File: config.mk
export PLATFORM = sky130hd
export DESIGN_NAME = lps_back_flat
export DESIGN_NICKNAME = d
export VERILOG_FILES = /design/src/sv/lps_pkg.sv /design/src/sv/lps_result_if.sv /design/src/sv/lps_back.sv /design/src/flat_wrapper.sv
export SDC_FILE = /design/constraint.sdc
export NUM_CORES = 1
export LEC_CHECK = 0
export BUFFER_PORTS_ARGS = -buffer_cell sky130_fd_sc_hd__buf_2
export CAP_MARGIN = 25
export CORE_UTILIZATION = 45
export CTS_CLUSTER_DIAMETER = 40
export CTS_CLUSTER_SIZE = 40
export DETAILED_ROUTE_END_ITERATION = 12
export PLACE_DENSITY = 0.67
export SKIP_LAST_GASP = 1
export SLEW_MARGIN = 15
export SYNTH_ARGS = -nofsm -noshare
export SYNTH_HDL_FRONTEND = slang
export SYNTH_SLANG_ARGS = --single-unit
File: constraint.sdc
create_clock -name clk -period 2.6 [get_ports clk]
set_clock_uncertainty 0.15 [all_clocks]
set_input_delay 0.52 -clock clk [delete_from_list [all_inputs] [get_ports clk]]
set_output_delay 0.52 -clock clk [all_outputs]
set_load 0.01 [all_outputs]
File: src/sv/lps_pkg.sv
// Shared types, codes and the init command table for the LCD page refresh sequencer.
`default_nettype none

package lps_pkg;

    localparam logic [2:0] CMD_TICK     = 3'd0;
    localparam logic [2:0] CMD_WRITE    = 3'd1;
    localparam logic [2:0] CMD_REFRESH  = 3'd2;
    localparam logic [2:0] CMD_INIT     = 3'd3;
    localparam logic [2:0] CMD_CONTRAST = 3'd4;

    localparam logic [1:0] REG_COLUMN_LOW = 2'd0;
    localparam logic [1:0] REG_PAD_MODE   = 2'd1;
    localparam logic [1:0] REG_CONTRAST   = 2'd2;

    localparam logic [7:0] LCD_PAGE_BASE   = 8'hB0;
    localparam logic [7:0] LCD_COLUMN_HIGH = 8'h10;
    localparam logic [7:0] LCD_CONTRAST    = 8'h81;
    localparam logic [7:0] LCD_NOP         = 8'hE3;

    localparam int QUEUE_DEPTH = 4;
    localparam int QUEUE_PTR_W = $clog2(QUEUE_DEPTH);
    localparam int QUEUE_CNT_W = $clog2(QUEUE_DEPTH + 1);

    typedef struct packed {
        logic [3:0] column_low;
        logic       pad_mode;
        logic [5:0] contrast;
    } cfg_t;

    typedef struct packed {
        logic       data_mode;
        logic [7:0] cmd_byte;
        logic       use_mem;
        logic       last;
    } desc_t;

    typedef struct packed {
        logic       data_mode;
        logic [7:0] bus_byte;
        logic       sequence_end;
    } result_t;

    function automatic logic [7:0] init_byte(input logic [4:0] idx);
        logic [7:0] b;
        case (idx)
            5'd0:    b = 8'hE2;
            5'd1:    b = 8'hAE;
            5'd2:    b = 8'hA1;
            5'd3:    b = 8'hA6;
            5'd4:    b = 8'hA4;
            5'd5:    b = 8'hA2;
            5'd6:    b = 8'hC0;
            5'd7:    b = 8'h2F;
            5'd8:    b = 8'h25;
            5'd9:    b = 8'h81;
            5'd10:   b = 8'h22;
            5'd11:   b = 8'hAF;
            default: b = LCD_NOP;
        endcase
        return b;
    endfunction

endpackage

`default_nettype wire

File: src/sv/lps_result_if.sv
// Output channel: one LCD bus transfer per transaction.
`default_nettype none

interface lps_result_if;
    logic       valid;
    logic       ready;
    logic       data_mode;
    logic [7:0] bus_byte;
    logic       sequence_end;

    modport source (output valid, output data_mode, output bus_byte, output sequence_end,
                    input ready);
    modport sink   (input valid, input data_mode, input bus_byte, input sequence_end,
                    output ready);
endinterface

`default_nettype wire

File: src/sv/lps_back.sv
// Back end: merges read data into the transfer and queues it toward the output channel.
`default_nettype none

module lps_back (
    input  wire                              clk,
    input  wire                              rst_n,
    input  wire                              desc_valid,
    input  lps_pkg::desc_t                   desc,
    input  wire  [7:0]                       rd_data,
    output logic [lps_pkg::QUEUE_CNT_W-1:0]  count,
    lps_result_if.source                     results
);
    import lps_pkg::*;

    result_t                q [QUEUE_DEPTH];
    result_t                head, push_item;
    logic [QUEUE_PTR_W-1:0] wr_ptr_reg, rd_ptr_reg;
    logic [QUEUE_CNT_W-1:0] count_reg;
    logic                   push, pop;

    assign push_item.data_mode    = desc.data_mode;
    assign push_item.bus_byte     = desc.use_mem ? rd_data : desc.cmd_byte;
    assign push_item.sequence_end = desc.last;

    assign push = desc_valid;
    assign pop  = results.valid && results.ready;

    always_ff @(posedge clk or negedge rst_n)
    begin
        if (!rst_n)
        begin
            wr_ptr_reg <= '0;
            rd_ptr_reg <= '0;
            count_reg  <= '0;
        end
        else
        begin
            if (push)
            begin
                wr_ptr_reg <= wr_ptr_reg + QUEUE_PTR_W'(1);
            end
            if (pop)
            begin
                rd_ptr_reg <= rd_ptr_reg + QUEUE_PTR_W'(1);
            end
            count_reg <= count_reg + QUEUE_CNT_W'(push) - QUEUE_CNT_W'(pop);
        end
    end

    always_ff @(posedge clk)
    begin
        if (push)
        begin
            q[wr_ptr_reg] <= push_item;
        end
    end

    assign head                 = q[rd_ptr_reg];
    assign results.valid        = count_reg != '0;
    assign results.data_mode    = head.data_mode;
    assign results.bus_byte     = head.bus_byte;
    assign results.sequence_end = head.sequence_end;
    assign count                = count_reg;

endmodule

`default_nettype wire

File: src/flat_wrapper.sv
// flat-port wrapper written by rule: the top's interface ports become plain ports
module lps_back_flat import lps_pkg::*;
  (clk, rst_n, desc_valid, desc, rd_data, count, results_valid, results_data_mode, results_bus_byte, results_sequence_end, results_ready);
  lps_result_if results_i ();
  input  wire clk;
  input  wire rst_n;
  input  wire desc_valid;
  input  lps_pkg::desc_t desc;
  input  wire  [7:0] rd_data;
  output logic [lps_pkg::QUEUE_CNT_W-1:0] count;
  output wire logic [$bits(results_i.valid)-1:0] results_valid;
  output wire logic [$bits(results_i.data_mode)-1:0] results_data_mode;
  output wire logic [$bits(results_i.bus_byte)-1:0] results_bus_byte;
  output wire logic [$bits(results_i.sequence_end)-1:0] results_sequence_end;
  input wire logic [$bits(results_i.ready)-1:0] results_ready;
  assign results_valid = results_i.valid;
  assign results_data_mode = results_i.data_mode;
  assign results_bus_byte = results_i.bus_byte;
  assign results_sequence_end = results_i.sequence_end;
  assign results_i.ready = results_ready;
  lps_back u_core (.clk(clk), .rst_n(rst_n), .desc_valid(desc_valid), .desc(desc), .rd_data(rd_data), .count(count), .results(results_i));
endmodule
== Yosys cells after proc, flatten, opt, wreduce, memory -nomap -nowiden ==
Memories as Yosys holds them, arrays and structs flattened.
Index checks and enable logic that the tools add are counted.

* Memory bits (writable): 40
* Word-level logic and storage cells: 13
* Register bits: 7
* Output and inout bits: 14
* Input bits: 23
* Memories: 1

* Reduce and logical (&&, ||, !) cells: 2
* Add/sub/neg operators: 4
* Mux-type cells: 3

{| class="wikitable"
|+ Memory list
! name !! words !! width !! rd ports !! clocked after memory_dff !! write ports !! line !! source
|-
| u_core.q || 4 || 10 || 1 || 0 || 1 || lps_back.sv:15 || <nowiki>result_t q [QUEUE_DEPTH];</nowiki>
|}

{| class="wikitable"
|+ Operators with widths
! operator !! number
|-
| $mux W8 || 1
|-
| $add A2 B1 Y2 const B || 2
|-
| $add A3 B1 Y3 || 1
|-
| $reduce_bool A3 Y1 || 1
|-
| $sub A3 B1 Y3 || 1
|-
| $mux W1 || 2
|-
| $logic_and A1 B1 Y1 || 1
|}

== Logic depth before layout (Yosys ltp) ==
* Depth after elaboration: 3
* Mapped depth: 7
* Mapped depth without buffers: 7

== Least setup slack after synthesis ==
No wires, ideal clock.

* Kind: flip-flop to flip-flop
* Start: register u_core.count_reg[1], in the netlist u_core.count[1]
* End: register u_core.count_reg[2], in the netlist u_core.count[2]
* Clock period less this slack: 2.125 ns
* Setup time: 0.123 ns
* Buffers on the path: 0
* Stages on the path, launching flop included: 8
* Data arrival time: 1.852 ns
* Setup slack: 0.475 ns
* Path through: dfrtp_1 > o31a_1 > ha_1 > inv_1 > ha_1 > fa_1 > xnor2_1 > xnor2_1

* Longest elaborated chain between the ends: 3
* Elaborated cells on any way between the ends: 4
* Classes of those cells: add/sub (2); reduce/logical (2)

{| class="wikitable"
|+ Ends and longest elaborated chain
! item !! line !! source
|-
| start: declaration || lps_back.sv:18 || <nowiki>logic [QUEUE_CNT_W-1:0] count_reg;</nowiki>
|-
| start signal: assignment || lps_back.sv:46 || <nowiki>count_reg <= count_reg + QUEUE_CNT_W'(push) - QUEUE_CNT_W'(pop);</nowiki>
|-
| $reduce_bool A3 Y1 || lps_back.sv:59 || <nowiki>assign results.valid = count_reg != '0;</nowiki>
|-
| $logic_and A1 B1 Y1 || lps_back.sv:26 || <nowiki>assign pop = results.valid && results.ready;</nowiki>
|-
| via u_core.pop || lps_back.sv:19 || <nowiki>logic push, pop;</nowiki>
|-
| $sub A3 B1 Y3 || lps_back.sv:46 ||
|}

The timed path passes the listed nets, and every way through them passes these cells.
A chain may end at the register's enable or synchronous reset.

== Worst setup path in the final report ==
* Start: register u_core.rd_ptr_reg[0]
* End: output results_data_mode

* Longest elaborated chain between the ends: 1

{| class="wikitable"
|+ Ends and longest elaborated chain
! item !! line !! source
|-
| start: declaration || lps_back.sv:17 || <nowiki>logic [QUEUE_PTR_W-1:0] wr_ptr_reg, rd_ptr_reg;</nowiki>
|-
| start signal: assignment || lps_back.sv:44 || <nowiki>rd_ptr_reg <= rd_ptr_reg + QUEUE_PTR_W'(1);</nowiki>
|-
| $mem_v2 Z4 W10 || -- ||
|-
| end: declaration || flat_wrapper.sv:12 || <nowiki>output wire logic [$bits(results_i.data_mode)-1:0] results_data_mode;</nowiki>
|}

Every way passes these cells.

==> qor.csv <==
metric;value;unit
run_status;finished clean;
clk_root_buffer_cell;clkbuf_8;
drc;0;
finalWorstPathRequiredPeriod;2.39;ns
route.antenna.remaining_nets;0;
grt_antenna_before_repair;0;
postSynthNetCount;125;
grt_use_total;16.8;%
grt_start_max_net_pins;15;
tritoncts;yes;
total_global_routing_overflow;0;
power_frac_seq;49.0;%
dr.pass1.iters;4;
drv.max_cap_violation_count;0;
io_buffer_count;36;
holdCritPathClass;in -> reg;
power_frac_comb;32.1;%
sw_frac_of_total;30.6;%
die_h;67.7;um
mostFrequentLayoutCells;edfxtp_1, buf_2, mux2_2, mux4_2, dfrtp_1;
top_signal_layer_used;met4;
layout-drive-gt1-share;43.5;%
whs_path_depth;1;
vdd.ir_drop.worst;0.000538;V
pwr-share-clk;18.9;%
number_of_global_route_vias_before_repair;1020;
wire_length_of_the_first_global_routing_pass;5020;um
largest_reg_flops;40;
timing_worst_setup_path_type;reg -> out;
synth.ff_latch_count;47;
gp_congestion;0.656;
yosys_warnings;0;
finalNetCount;167;
layout.cells.most_common;edfxtp_1;
maximum_frequency_from_static_timing_analysis;0.418;GHz
slew_violations;0;
startpoint;u_core.rd_ptr_reg[0];
floorplan.die.width;67.7;um
ff_latch_area;1380;um2
leakage;0.000867;uW
clock_tree.buffer_depth;2;
min-delay-start;desc[10];
required_time_of_the_critical_path;1.93;ns
cts_sinks;47;
worstSetupEndpointType;output pin;
setup.reg_to_reg.worst_slack;0.41;ns
synth_cell_type_count;18;
drtIter0Drc;14;
ios;37;
detailed_place_hpwl;2170;um
p_sw;708;uW
total_power_density_per_cell_area;1020;nW/um2
r2r-start;u_core.count[1];
die_area;4580;um2
cts_made_buffers;5;
timing.final.hold_violations;0;
mappedNetlistArea;1940;um2
fin_tns_setup;0;ns
detail_route.vias_per_cell;5.16;
drt_wl_total;3100;um
path_depth_of_the_worst_reg2reg_path;7;
critical_path.endpoint;results_data_mode;
timing_worst_slew_pin_value;0.557;ns
regToRegEndpoint;u_core.count[2];
worstSkewPairLatency;0.28;ns
met3RoutedLength;181;um
internal_power;1610;uW
ys_seq_area_share;71.0;%
core;4060;um2
synth_instances;95;
routed_met2_length;1540;um
setup.worst_path.start_class;register;
layout.filler_cells;332;
final_min_period_over_clock_period;92.0;%
synth_area_per_cell;20.4;um2
cts.htree.levels;2;
utilization;55.9;%
synthToLayoutAreaGrowth;17.0;%
floorplan.initialDensity;47.8;%
cts.reportedPaths.clkPinSlew;0.08;ns
vias;971;
num_antenna_cells;0;
largest_fanout_on_the_critical_path;9;
setup_viol;0;
rows;23;
area_occupied_by_multi_input_gates;519;um2
timing.slew.headroom;62.9;%
routedWlPerCell;16.5;um
grt_setup_unrepaired;no;
arrival;1.72;ns
met1_length;1340;um
==> area by class of cell <==
class	count	area share, %
flip-flops and latches	47	60.6
inverters	6	0.992
clock buffers	7	3.80
multi-input cells	39	22.9
well taps	50	2.76
clock inverters	1	0.221
repair buffers	38	8.71
==> cell usage after synthesis (all sizes together) <==
library cell / count / area (um2)
and2: 4 / 25.0
buf: 3 / 21.3
dfrtp: 7 / 175
edfxtp: 40 / 1200
fa: 1 / 20.0
ha: 6 / 75.1
inv: 6 / 22.5
mux2: 8 / 90.1
mux4: 10 / 233
nand2: 1 / 3.75
o21ai: 1 / 5.00
o311ai: 1 / 8.76
o31a: 1 / 8.76
or3: 1 / 6.26
xnor2: 3 / 26.3
xor2: 2 / 17.5
==> through the flow <==
step                cell area [um2]  power [uW]  hold slack (ns)  instances  worst slack (ns)
finish                         2270        2310            0.293        188             0.207
global route                   2270        2490            0.275        188            0.0748
CTS                            2270        2350            0.287        188             0.170
detailed placement             2170        1920            0.210        179             0.412
global placement               2170        1870            0.208        179             0.472
floorplan                      1940        1640           0.0744         95             0.475
==> timing repair <==
action                    in CTS  in global routing
buffers inserted               0                  0
gates resized for setup        0                  0
hold buffers                   1                  0
hold endpoints to repair       7                  0
==> per-layer routing <==
metal	vias to the layer above	GRT usage [%]
met1	488	19.9
met4	0	7.98
met3	4	6.76
met5	-	0
met2	29	26.7
li1	450	-
==> how the worst min path moves through the flow <==
stage	end	slack [ns]
after floorplan	u_core.count[0]	0.07
after detailed placement	u_core.rd_ptr_reg[1]	0.21
after global placement	u_core.rd_ptr_reg[1]	0.21
after CTS	u_core.q[1][9]	0.29
final	u_core.q[1][9]	0.29
after global routing	u_core.q[1][9]	0.27
==> critical path, stage by stage (launching register included) <==
cell and delay [ns]:
dfrtp_1 0.45, buf_4 0.26, mux4_1 0.57, buf_2 0.15
==> power by group through the flow <==
stage	logic [uW]	registers (uW)	clock network [uW]
global placement	729	1140	0
finish	742	1130	438
CTS	767	1140	447
detailed placement	762	1150	0
floorplan	539	1100	0
global route	848	1160	484
==> cell families (layout without fill, tap and decap cells) <==
group | Yosys count | after routing | synth area share, %
buffers and inverters | 9 | 52 | 2.26
AOI/OAI and AO/OA | 3 | 3 | 1.16
xor gates and xnor gates | 5 | 5 | 2.26
adders and majority gates | 7 | 7 | 4.90
and+or+nand+nor | 6 | 6 | 1.81
DFF | 47 | 47 | 71.0
muxes | 18 | 18 | 16.6
No activity file was read; power rests on OpenSTA's default activity.
