==> src/sv/lps_pkg.sv <==
// Shared types, codes and the init command table for the LCD page refresh sequencer.
`default_nettype none

package lps_pkg;

    localparam logic [2:0] CMD_TICK     = 3'd0;
    localparam logic [2:0] CMD_WRITE    = 3'd1;
    localparam logic [2:0] CMD_REFRESH  = 3'd2;
    localparam logic [2:0] CMD_INIT     = 3'd3;
    localparam logic [2:0] CMD_CONTRAST = 3'd4;

    localparam logic [1:0] REG_COLUMN_LOW = 2'd0;
    localparam logic [1:0] REG_PAD_MODE   = 2'd1;
    localparam logic [1:0] REG_CONTRAST   = 2'd2;

    localparam logic [7:0] LCD_PAGE_BASE   = 8'hB0;
    localparam logic [7:0] LCD_COLUMN_HIGH = 8'h10;
    localparam logic [7:0] LCD_CONTRAST    = 8'h81;
    localparam logic [7:0] LCD_NOP         = 8'hE3;

    localparam int QUEUE_DEPTH = 4;
    localparam int QUEUE_PTR_W = $clog2(QUEUE_DEPTH);
    localparam int QUEUE_CNT_W = $clog2(QUEUE_DEPTH + 1);

    typedef struct packed {
        logic [3:0] column_low;
        logic       pad_mode;
        logic [5:0] contrast;
    } cfg_t;

    typedef struct packed {
        logic       data_mode;
        logic [7:0] cmd_byte;
        logic       use_mem;
        logic       last;
    } desc_t;

    typedef struct packed {
        logic       data_mode;
        logic [7:0] bus_byte;
        logic       sequence_end;
    } result_t;

    function automatic logic [7:0] init_byte(input logic [4:0] idx);
        logic [7:0] b;
        case (idx)
            5'd0:    b = 8'hE2;
            5'd1:    b = 8'hAE;
            5'd2:    b = 8'hA1;
            5'd3:    b = 8'hA6;
            5'd4:    b = 8'hA4;
            5'd5:    b = 8'hA2;
            5'd6:    b = 8'hC0;
            5'd7:    b = 8'h2F;
            5'd8:    b = 8'h25;
            5'd9:    b = 8'h81;
            5'd10:   b = 8'h22;
            5'd11:   b = 8'hAF;
            default: b = LCD_NOP;
        endcase
        return b;
    endfunction

endpackage

`default_nettype wire

==> src/sv/lps_front.sv <==
// Front end: decodes commands, runs the sequence counters, issues framebuffer reads.
`default_nettype none

module lps_front #(
    parameter int PANEL_WIDTH = 128,
    parameter int PAGE_COUNT  = 8,
    parameter int INIT_LENGTH = 12,
    parameter int AW          = 10
) (
    input  wire                clk,
    input  wire                rst_n,
    input  wire                accept,
    input  wire  [2:0]         command,
    input  lps_pkg::cfg_t      cfg,
    output logic               write_en,
    output logic               read_en,
    output logic [AW-1:0]      read_addr,
    output logic               desc_valid,
    output lps_pkg::desc_t     desc
);
    import lps_pkg::*;

    localparam int PAGE_W  = (PAGE_COUNT > 1) ? $clog2(PAGE_COUNT) : 1;
    localparam int STEP_RW = $clog2(PANEL_WIDTH + 8);
    localparam int STEP_IW = $clog2(INIT_LENGTH + 1);
    localparam int STEP_W  = (STEP_RW > STEP_IW) ? STEP_RW : STEP_IW;

    localparam logic [1:0] KIND_IDLE     = 2'd0;
    localparam logic [1:0] KIND_REFRESH  = 2'd1;
    localparam logic [1:0] KIND_INIT     = 2'd2;
    localparam logic [1:0] KIND_CONTRAST = 2'd3;

    logic [1:0]        kind_reg, kind_next, kind_eff;
    logic [PAGE_W-1:0] page_reg, page_next, page_eff;
    logic [STEP_W-1:0] step_reg, step_next, step_eff;
    logic              desc_valid_reg, produce;
    desc_t             desc_reg, desc_next;

    logic [STEP_W:0]   step_p1, row_len;
    logic [STEP_W-1:0] data_pos, pad_w, col;
    logic              page_done, in_row, last_page;

    assign write_en = accept && (command == CMD_WRITE);
    assign read_en  = accept;

    always_comb
    begin
        kind_eff = kind_reg;
        page_eff = page_reg;
        step_eff = step_reg;
        if (kind_reg == KIND_IDLE)
        begin
            page_eff = '0;
            step_eff = '0;
            case (command)
                CMD_REFRESH:  kind_eff = KIND_REFRESH;
                CMD_INIT:     kind_eff = KIND_INIT;
                CMD_CONTRAST: kind_eff = KIND_CONTRAST;
                default:      kind_eff = KIND_IDLE;
            endcase
        end
    end

    // refresh row geometry, row length taken from the live pad setting
    assign step_p1   = {1'b0, step_eff} + (STEP_W+1)'(1);
    assign row_len   = (STEP_W+1)'(PANEL_WIDTH + 3) + (cfg.pad_mode ? (STEP_W+1)'(4) : '0);
    assign page_done = step_p1 >= row_len;
    assign last_page = 32'(page_eff) == PAGE_COUNT - 1;
    assign data_pos  = step_eff - STEP_W'(3);
    assign pad_w     = cfg.pad_mode ? STEP_W'(2) : '0;
    assign in_row    = (data_pos >= pad_w) && (data_pos < pad_w + STEP_W'(PANEL_WIDTH));
    assign col       = data_pos - pad_w;
    assign read_addr = AW'(32'(page_eff) * 32'(PANEL_WIDTH) + 32'(col));

    always_comb
    begin
        desc_next = '0;
        produce   = 1'b0;
        kind_next = kind_eff;
        page_next = page_eff;
        step_next = step_eff;
        case (kind_eff)
            KIND_REFRESH:
            begin
                produce        = 1'b1;
                desc_next.last = page_done && last_page;
                if (step_eff == STEP_W'(0))
                begin
                    desc_next.cmd_byte = {4'b0, cfg.column_low};
                end
                else if (step_eff == STEP_W'(1))
                begin
                    desc_next.cmd_byte = LCD_COLUMN_HIGH;
                end
                else if (step_eff == STEP_W'(2))
                begin
                    desc_next.cmd_byte = LCD_PAGE_BASE | {4'b0, 4'(page_eff)};
                end
                else
                begin
                    desc_next.data_mode = 1'b1;
                    desc_next.use_mem   = in_row;
                end
                if (desc_next.last)
                begin
                    kind_next = KIND_IDLE;
                    page_next = '0;
                    step_next = '0;
                end
                else if (page_done)
                begin
                    page_next = page_eff + PAGE_W'(1);
                    step_next = '0;
                end
                else
                begin
                    step_next = step_eff + STEP_W'(1);
                end
            end
            KIND_INIT:
            begin
                produce            = 1'b1;
                desc_next.cmd_byte = init_byte(5'(step_eff));
                desc_next.last     = 32'(step_eff) + 1 >= INIT_LENGTH;
                if (desc_next.last)
                begin
                    kind_next = KIND_IDLE;
                    step_next = '0;
                end
                else
                begin
                    step_next = step_eff + STEP_W'(1);
                end
            end
            KIND_CONTRAST:
            begin
                produce = 1'b1;
                if (step_eff == '0)
                begin
                    desc_next.cmd_byte = LCD_CONTRAST;
                    step_next          = STEP_W'(1);
                end
                else
                begin
                    desc_next.cmd_byte = {2'b0, cfg.contrast};
                    desc_next.last     = 1'b1;
                    kind_next          = KIND_IDLE;
                    step_next          = '0;
                end
            end
            default:
            begin
                produce = 1'b0;
            end
        endcase
    end

    always_ff @(posedge clk or negedge rst_n)
    begin
        if (!rst_n)
        begin
            kind_reg       <= KIND_IDLE;
            page_reg       <= '0;
            step_reg       <= '0;
            desc_valid_reg <= 1'b0;
        end
        else
        begin
            desc_valid_reg <= accept && produce;
            if (accept)
            begin
                kind_reg <= kind_next;
                page_reg <= page_next;
                step_reg <= step_next;
            end
        end
    end

    always_ff @(posedge clk)
    begin
        if (accept)
        begin
            desc_reg <= desc_next;
        end
    end

    assign desc_valid = desc_valid_reg;
    assign desc       = desc_reg;

endmodule

`default_nettype wire

==> config.mk <==
export PLATFORM = sky130hd
export DESIGN_NAME = lps_front
export DESIGN_NICKNAME = d
export VERILOG_FILES = /design/src/sv/lps_pkg.sv /design/src/sv/lps_front.sv
export SDC_FILE = /design/constraint.sdc
export NUM_CORES = 1
export LEC_CHECK = 0
export ABC_AREA = 1
export ABC_CLOCK_PERIOD_IN_PS = 3900
export BUFFER_PORTS_ARGS = -buffer_cell sky130_fd_sc_hd__buf_4
export CAP_MARGIN = 20
export CORE_MARGIN = 4
export CORE_UTILIZATION = 35
export CTS_BUF_LIST = sky130_fd_sc_hd__clkbuf_8
export DETAILED_ROUTE_END_ITERATION = 10
export HOLD_SLACK_MARGIN = 0.02
export SYNTH_ARGS = -nofsm -noshare
export SYNTH_HDL_FRONTEND = slang
export SYNTH_SLANG_ARGS = --single-unit
export TNS_END_PERCENT = 1
==> constraint.sdc <==
create_clock -name clk -period 3.9 [get_ports clk]
set_input_delay 0.78 -clock clk [delete_from_list [all_inputs] [get_ports clk]]
set_output_delay 0.78 -clock clk [all_outputs]
set_load 0.01 [all_outputs]
Yosys cells after proc, flatten, opt, wreduce, memory -nomap -nowiden --
Memory sizes are Yosys's and may differ from the RTL's. Index checks and enable logic that the tools add are counted.
Storage, ports and cells: ROM bits 112, register bits after elaboration 25, word-level logic and storage cells 70, memories 1, input bits 17
Operators by class: magnitude comparators 4, equality and inequality tests 10, $add $sub $neg 9, bitwise gates (word level) 1, mux-type cells 28, reductions and logical operators 9
Memory list:
- (name not given) | depth 16, width 7, read ports 1, clocked after Yosys merged registers in 0, wr ports 0, line lps_pkg.sv:46 | case (idx)
Operator list (count):
- $mux W8 | 9
- $pmux W8 S3 | 2
- $add A8 B1 Y9 const B | 2
- $mux W3 | 5
- $pmux W2 S3 | 2
- $add A10 B8 Y10 | 1
- $mux W2 | 5
- $add A8 B3 Y9 const A | 1
- $ge A9 B4 Y1 const B | 1
- $ge A9 B9 Y1 | 1
- $add A2 B8 Y8 const B | 1
- $add A8 B1 Y8 const B | 1
- $eq A8 B1 Y1 const B | 1
- $eq A8 B2 Y1 const B | 1
- $ge A8 B2 Y1 | 1
- $logic_not A8 Y1 | 1
- $lt A8 B8 Y1 | 1
- $sub A8 B2 Y8 | 1
- $sub A8 B2 Y8 const B | 1
- $eq A3 B2 Y1 const B | 2
- $eq A3 B3 Y1 const B | 2
- $reduce_or A3 Y1 | 2
- $eq A2 B2 Y1 const B | 2
- $logic_and A1 B1 Y1 | 4
- other kinds (8) | 11

Depth between registers and ports, before layout --
Gate-level depths: netlist of run 1.
word-level depth 7, gate-level depth with buffers 16, gate-level depth less buffers 16

Worst setup path after synthesis of run 1 --
No wires, ideal clock.
kind reg-to-output, start point reg kind_reg[1], end point out read_addr[9], cell stages (with the launch flop) 16, path buffers 0, setup slack 0.306 ns, required time 3.120 ns, arrival 2.814 ns, cells stage by stage dfrtp_1 > inv_2 > nand2_8 > nand2_2 > inv_1 > ha_1 > ha_1 > inv_1 > ha_1 > nand2_1 > nor2_1 > nand4_1 > xor2_1 > ha_1 > ha_1 > xor2_1
Between the ends: word-level cells in the longest chain between the ends 5, elaborated cells on any way between the ends 6
Ends and longest elaborated chain:
- from (decl) | line lps_front.sv:33 | logic [1:0] kind_reg, kind_next, kind_eff;
- from (signal assigned) | line lps_front.sv:172 | kind_reg <= kind_next;
- $logic_not A2 Y1 (*) | line lps_front.sv:51 | if (kind_reg == KIND_IDLE)
- $mux W8 | line lps_front.sv:51
- $sub A8 B2 Y8 | line lps_front.sv:69 | assign data_pos = step_eff - STEP_W'(3);
- $sub A8 B2 Y8 | line lps_front.sv:72 | assign col = data_pos - pad_w;
- $add A10 B8 Y10 (*) | line lps_front.sv:73 | assign read_addr = AW'(32'(page_eff) * 32'(PANEL_WIDTH) + 32'(col));
- to (decl) | line lps_front.sv:17 | output logic [AW-1:0] read_addr,
Every way passes the cells marked *; elsewhere a longest branch is shown, timed or not.

Worst setup path in the final report of run 1 --
start point reg kind_reg[0], end point out read_addr[9]
Same word-level chain as after synthesis.

==> results_dict.tcl, run 1 <==
set metrics [dict create \
    rows 28 \
    synth_ff_type "dfrtp_1" \
    ir_drop_mv 0.250 \
    seqCellArea_sq_um 681 \
    synth_seq_cells 25 \
    drv_cap 0 \
    clkTransAtPathRegs_ns 0.09 \
    async_flop_share_pct 56.0 \
    synthCells 297 \
    start_kind "flip-flop" \
    syn_to_final_growth_pct 26.8 \
    finalCritPeriodShare_pct 96.7 \
    hold_viol 0 \
    combPwrFrac_pct 64.9 \
    crit_required_ns 3.12 \
    slew_viol_final 0 \
    dp_cells 412 \
    reg2reg_depth 15 \
    slew_headroom_pct 65.4 \
    die_y_um 87.3 \
    cts_buffers 3 \
    netlist_area_sq_um 2200 \
    portBuffers 40 \
    drive_above_1_share_pct 28.1 \
    avgSynthCellArea_sq_um 7.41 \
    grt_pass1_wl_um 9800 \
    synthesis.nets 328 \
    swShare_pct 46.5 \
    power_frac_seq_pct 25.3 \
    yosysSeqAreaShare_pct 30.9 \
    grt_pass1_vias 2012 \
    grt_usage_pct 16.3 \
    ff2ff_setup_slack_ns 1.06 \
    drtPass1Iterations 4 \
    antenna_cells 0 \
    initial_core_util_pct 36.5 \
    cts_tree "built" \
    io_pins 41 \
    path_class "reg -> out" \
    cts_max_level 1 \
    core_sq_um 6030 \
    antenna_found_initial 0 \
    routabilityCongestion 0.886 \
    outcome "finished, final reports clean" \
    fillerInstances 587 \
    p_clk_share_pct 9.8 \
    hold_class "in -> async" \
    route.detailed.drc 0 \
    fin_skew_ns 0.00603 \
    layout_commonest_cell "nand2_1" \
    ys_warn_count 0 \
    vias 2208 \
    dp_slack_ns 0.220 \
    hold_buffers 0 \
    chipWidth_um 87.3 \
    gr-total-overflow 0 \
    antenna_left 0 \
    drt_iter0_markers 129 \
    final_core_util_pct 46.3 \
    synth_cell_type_count 45 \
    instances_no_fill 424 \
    multi_input_area_sq_um 1420 \
    r2r-start "kind_reg[0]$_DFFE_PN0P_" \
    worstMarginPinSlew_ns 0.517 \
    clk_path_buf_depth 2 \
    grt_max_degree 30 \
    finalPower_mw 1.61 \
    period_minus_slack_ns 3.77 \
    internal_power_mw 0.862 \
    leakage_nw 1.32 \
    max_freq_ghz 0.265 \
    power.density_nw_per_um2 578 \
    cts-root-buf "clkbuf_8" \
    via_per_inst 5.21 \
    synth-edff-count 11 \
    cts.sinks 25 \
    final_cell_mix "75 x nand2_1, 53 x buf_4, 35 x inv_1, 23 x nor2_1, 20 x nand3_1" \
    end_kind "primary output" \
    avgRoutedWirePerCell_um 14.7 \
    largest_register_ffs 11 \
    nNetsFinal 381 \
    worst_slack_ns 0.130 \
    finalSetupViolCount 0 \
    insertion_delay_ns 0.28 \
    worst-path-max-fanout 8 \
    die_area_sq_um 7620 \
    r2r_end "step_reg[1]$_DFFE_PN0P_" \
    critPathArrivalTime_ns 2.99 \
    wirelength_um 6230 \
    hpwlAfterDp_um 4800 \
    p_switching_mw 0.750 \
]
power groups by stage:
stage | Sequential, mW | Combinational, mW | Clock, mW
final | 0.408 | 1.05 | 0.158
after global routing | 0.416 | 1.15 | 0.173
after CTS | 0.408 | 0.988 | 0.164
after detailed placement | 0.422 | 0.938 | 0
after global placement | 0.418 | 0.936 | 0
after floorplan | 0.441 | 0.587 | 0
repair_timing:
action	4_1_cts	5_1_grt
endpoints found under the setup margin	2	2
resized for setup	3	10
cloned	0	0
setup buffers	3	5
pin swaps	0	3
worst max path at each step:
| stage | slack, ns | depth (start not counted) | startpoint | endpoint |
|---|---|---|---|---|
| final | 0.13 | 16 | kind_reg[0]$_DFFE_PN0P_ | read_addr[9] |
| after global routing | -0.03 | 16 | kind_reg[1]$_DFFE_PN0P_ | read_addr[9] |
| after CTS | 0.01 | 16 | kind_reg[1]$_DFFE_PN0P_ | read_addr[9] |
| after detailed placement | 0.22 | 16 | kind_reg[1]$_DFFE_PN0P_ | read_addr[9] |
| after global placement | 0.27 | 16 | kind_reg[1]$_DFFE_PN0P_ | read_addr[9] |
| after floorplan | 0.31 | 15 | kind_reg[1]$_DFFE_PN0P_ | read_addr[9] |
metal layers:
metal	GRT usage (%)	routed length, um	vias to the layer above
met3	3.12	449	12
met2	26.2	2940	89
met1	21.8	2700	1020
li1	-	-	1087
met4	5.30	142	0
met5	0	0	-
cell usage after synthesis, types with 4 or more instances:
cell	number	share of area (%)
nor2_1	25	4.3
nand3_1	20	4.6
nand2_1	75	13
nor2_2	4	1.1
o21ai_0	17	3.9
a21oi_1	9	2.0
xor2_1	8	3.2
ha_1	14	8.0
nand4_1	9	2.6
inv_2	4	0.68
inv_1	36	6.1
nor3_1	5	1.1
edfxtp_1	11	15
dfrtp_1	14	16
worst max-delay path: stages (launching register included):
cell and delay, ns:
dfrtp_1 0.39, inv_2 0.12, nand2_8 0.10, nand2_2 0.08
inv_1 0.09, ha_1 0.25, ha_4 0.23, inv_2 0.09
ha_4 0.15, nand2_1 0.06, nor2_2 0.10, nand4_1 0.13
xor2_2 0.19, ha_2 0.20, ha_1 0.20, xor2_1 0.16
buf_4 0.16
cells by family (layout without fill, tap and decap cells):
| kind of cell | Yosys count | count (layout) | share of synthesized area, % |
|---|---|---|---|
| compound gates | 46 | 46 | 13.4 |
| xor+xnor | 9 | 9 | 3.58 |
| simple gates | 157 | 157 | 35.8 |
| buf+inv | 46 | 98 | 8.25 |
| flops | 25 | 25 | 30.9 |
| fa+ha+maj | 14 | 14 | 7.96 |
layout make-up:
type / count / area share [%]
multi-input combinational: 226 / 50.7
sequential: 25 / 24.4
timing repair buffer: 53 / 14.3
inverter: 41 / 5.61
tap: 75 / 3.36
clock buffer: 3 / 1.48
clock inverter: 1 / 0.179
through the flow:
step	TNS, ns	cell area [sq um]	hold WS (ns)
floorplan	0	2200	0.472
global placement	0	2610	0.499
detailed placement	0	2610	0.507
CTS	0	2690	0.333
global route	-0.0297	2790	0.336
finish	0	2790	0.334
(Power assumes the default switching activity.)
==> inputs of run 2 (changes only) <==
--- a/config.mk
+++ b/config.mk
@@ -9,9 +9,8 @@
 export ABC_CLOCK_PERIOD_IN_PS = 3900
 export BUFFER_PORTS_ARGS = -buffer_cell sky130_fd_sc_hd__buf_4
 export CAP_MARGIN = 20
-export CORE_MARGIN = 4
+export CORE_MARGIN = 3
 export CORE_UTILIZATION = 35
-export CTS_BUF_LIST = sky130_fd_sc_hd__clkbuf_8
 export DETAILED_ROUTE_END_ITERATION = 10
 export HOLD_SLACK_MARGIN = 0.02
 export SYNTH_ARGS = -nofsm -noshare
==> results_dict.tcl, run 2 (synthesis gave the netlist of run 1 again) <==
set metrics [dict create \
    outcome "finished, final reports clean" \
    nNetsFinal 381 \
    grt_usage_pct 17.9 \
    antenna_left 0 \
    start_kind "flip-flop" \
    hold_viol 0 \
    cts_max_level 1 \
    end_kind "primary output" \
    power_frac_seq_pct 25.4 \
    grt_pass1_vias 2160 \
    ir_drop_mv 0.229 \
    critPathArrivalTime_ns 2.97 \
    finalCritPeriodShare_pct 96.2 \
    slew_viol_final 0 \
    startpoint "kind_reg[0]$_DFFE_PN0P_" \
    wl_met1_um 2980 \
    hold_class "in -> async" \
    drive_above_1_share_pct 27.8 \
    fillerInstances 625 \
    clk_path_buf_depth 2 \
    swShare_pct 46.9 \
    period_minus_slack_ns 3.75 \
    fin_skew_ns 0.0144 \
    initial_core_util_pct 36.7 \
    cts-root-buf "clkbuf_8" \
    grt_pass1_wl_um 10500 \
    drtPass1Iterations 4 \
    route.detailed.drc 0 \
    p_switching_mw 0.755 \
    routabilityCongestion 0.929 \
    slew_headroom_pct 64.7 \
    syn_to_final_growth_pct 25.5 \
    clkTransAtPathRegs_ns 0.11 \
    io_pins 41 \
    antenna_found_initial 0 \
    drv_cap 0 \
    final_cell_mix "75 x nand2_1, 53 x buf_4, 35 x inv_1, 24 x nor2_1, 20 x nand3_1" \
    gr-total-overflow 0 \
    layout_commonest_cell "nand2_1" \
    wl_met2_um 3030 \
    rows 28 \
    p_clk_share_pct 10.5 \
    setup_tns_ns 0 \
    cts_tree "built" \
    portBuffers 40 \
    wirelength_um 6320 \
    hpwlAfterDp_um 4900 \
    die_area_sq_um 7270 \
    cts_buffers 3 \
    via_per_inst 5.04 \
    grt_setup_unrepaired "no" \
    antenna_cells 0 \
    chipWidth_um 85.3 \
    path_class "reg -> out" \
    drt_iter0_markers 130 \
    vias 2135 \
    finalSetupViolCount 0 \
    r2r-start "kind_reg[0]$_DFFE_PN0P_" \
    core_sq_um 5990 \
    die_y_um 85.3 \
    combPwrFrac_pct 64.1 \
    finalPower_mw 1.61 \
    timing.hold.ws_ns 0.324 \
    top_layer "met4" \
    met3_length_um 248 \
    max_freq_ghz 0.267 \
    grt_max_degree 30 \
    worst-path-max-fanout 8 \
    worstMarginPinSlew_ns 0.528 \
    power.density_nw_per_um2 583 \
    largest_register_ffs 11 \
    crit_required_ns 3.12 \
    internal_power_mw 0.855 \
    insertion_delay_ns 0.28 \
    avgRoutedWirePerCell_um 14.9 \
    leakage_nw 1.31 \
    cts.sinks 25 \
]
[run 2: worst max-delay path, cell delays in order, from the launching register on]
cell and delay, ns:
dfrtp_1 0.43, inv_2 0.09, nand2_8 0.10, nand2_2 0.06
buf_4 0.17, ha_4 0.29, ha_2 0.19, ha_2 0.19
nand2_1 0.06, nor2_2 0.09, nand4_1 0.10, xor2_1 0.18
ha_1 0.22, ha_1 0.20, xor2_1 0.15, buf_4 0.16
[run 2: final timing paths]
| check | to | slack, ns | depth (start not counted) |
|---|---|---|---|
| max in group asynchronous | step_reg[2]$_DFFE_PN0P_ | 3.39 | 1 |
| min in group clk | page_reg[2]$_DFFE_PN0P_ | 0.53 | 2 |
| worst min register to register | page_reg[2]$_DFFE_PN0P_ | 0.53 | 2 |
| worst max-delay path | read_addr[9] | 0.15 | 15 |
| worst min-delay path | step_reg[4]$_DFFE_PN0P_ | 0.32 | 1 |
| worst max register to register | step_reg[5]$_DFFE_PN0P_ | 1.05 | 15 |
[run 2: timing repair]
action,4_1_cts,5_1_grt
setup endpoints to repair,2,2
gates resized for setup,5,5
setup buffers,2,5
pin swaps,1,2
hold buffers,0,0
[run 2: final cells by class]
cell class              count  area (sq um)  area share [%]
multi-input cells         226          1390            50.2
clock inverters             1          5.00           0.181
well taps                  75          93.8            3.40
flip-flops and latches     25           682            24.7
inverters                  41           156            5.66
repair buffers             53           398            14.4
clock buffers               3          41.3            1.50
[run 2: power groups by stage]
stage          logic, mW  registers [mW]  clock network [mW]
2_1_floorplan      0.587           0.441                   0
3_3_place_gp       0.951           0.414                   0
3_5_place_dp       0.953           0.416                   0
4_1_cts            0.993           0.409               0.171
5_1_grt             1.14           0.419               0.181
6_report            1.03           0.409               0.169
[run 2: through the flow]
step	area [sq um]	util (%)	std cells	setup WS [ns]
2_1_floorplan	2200	-	297	0.306
3_3_place_gp	2610	43.6	413	0.271
3_5_place_dp	2610	43.6	413	0.213
4_1_cts	2710	45.2	419	0.0327
5_1_grt	2760	46.1	424	0.0123
6_report	2760	46.1	424	0.148
[run 2: metal layers]
metal / vias to the layer above / track usage (%)
met3: 8 / 2.33
li1: 1090 / -
met1: 990 / 24.4
met4: 0 / 4.60
met5: - / 0
met2: 47 / 29.7
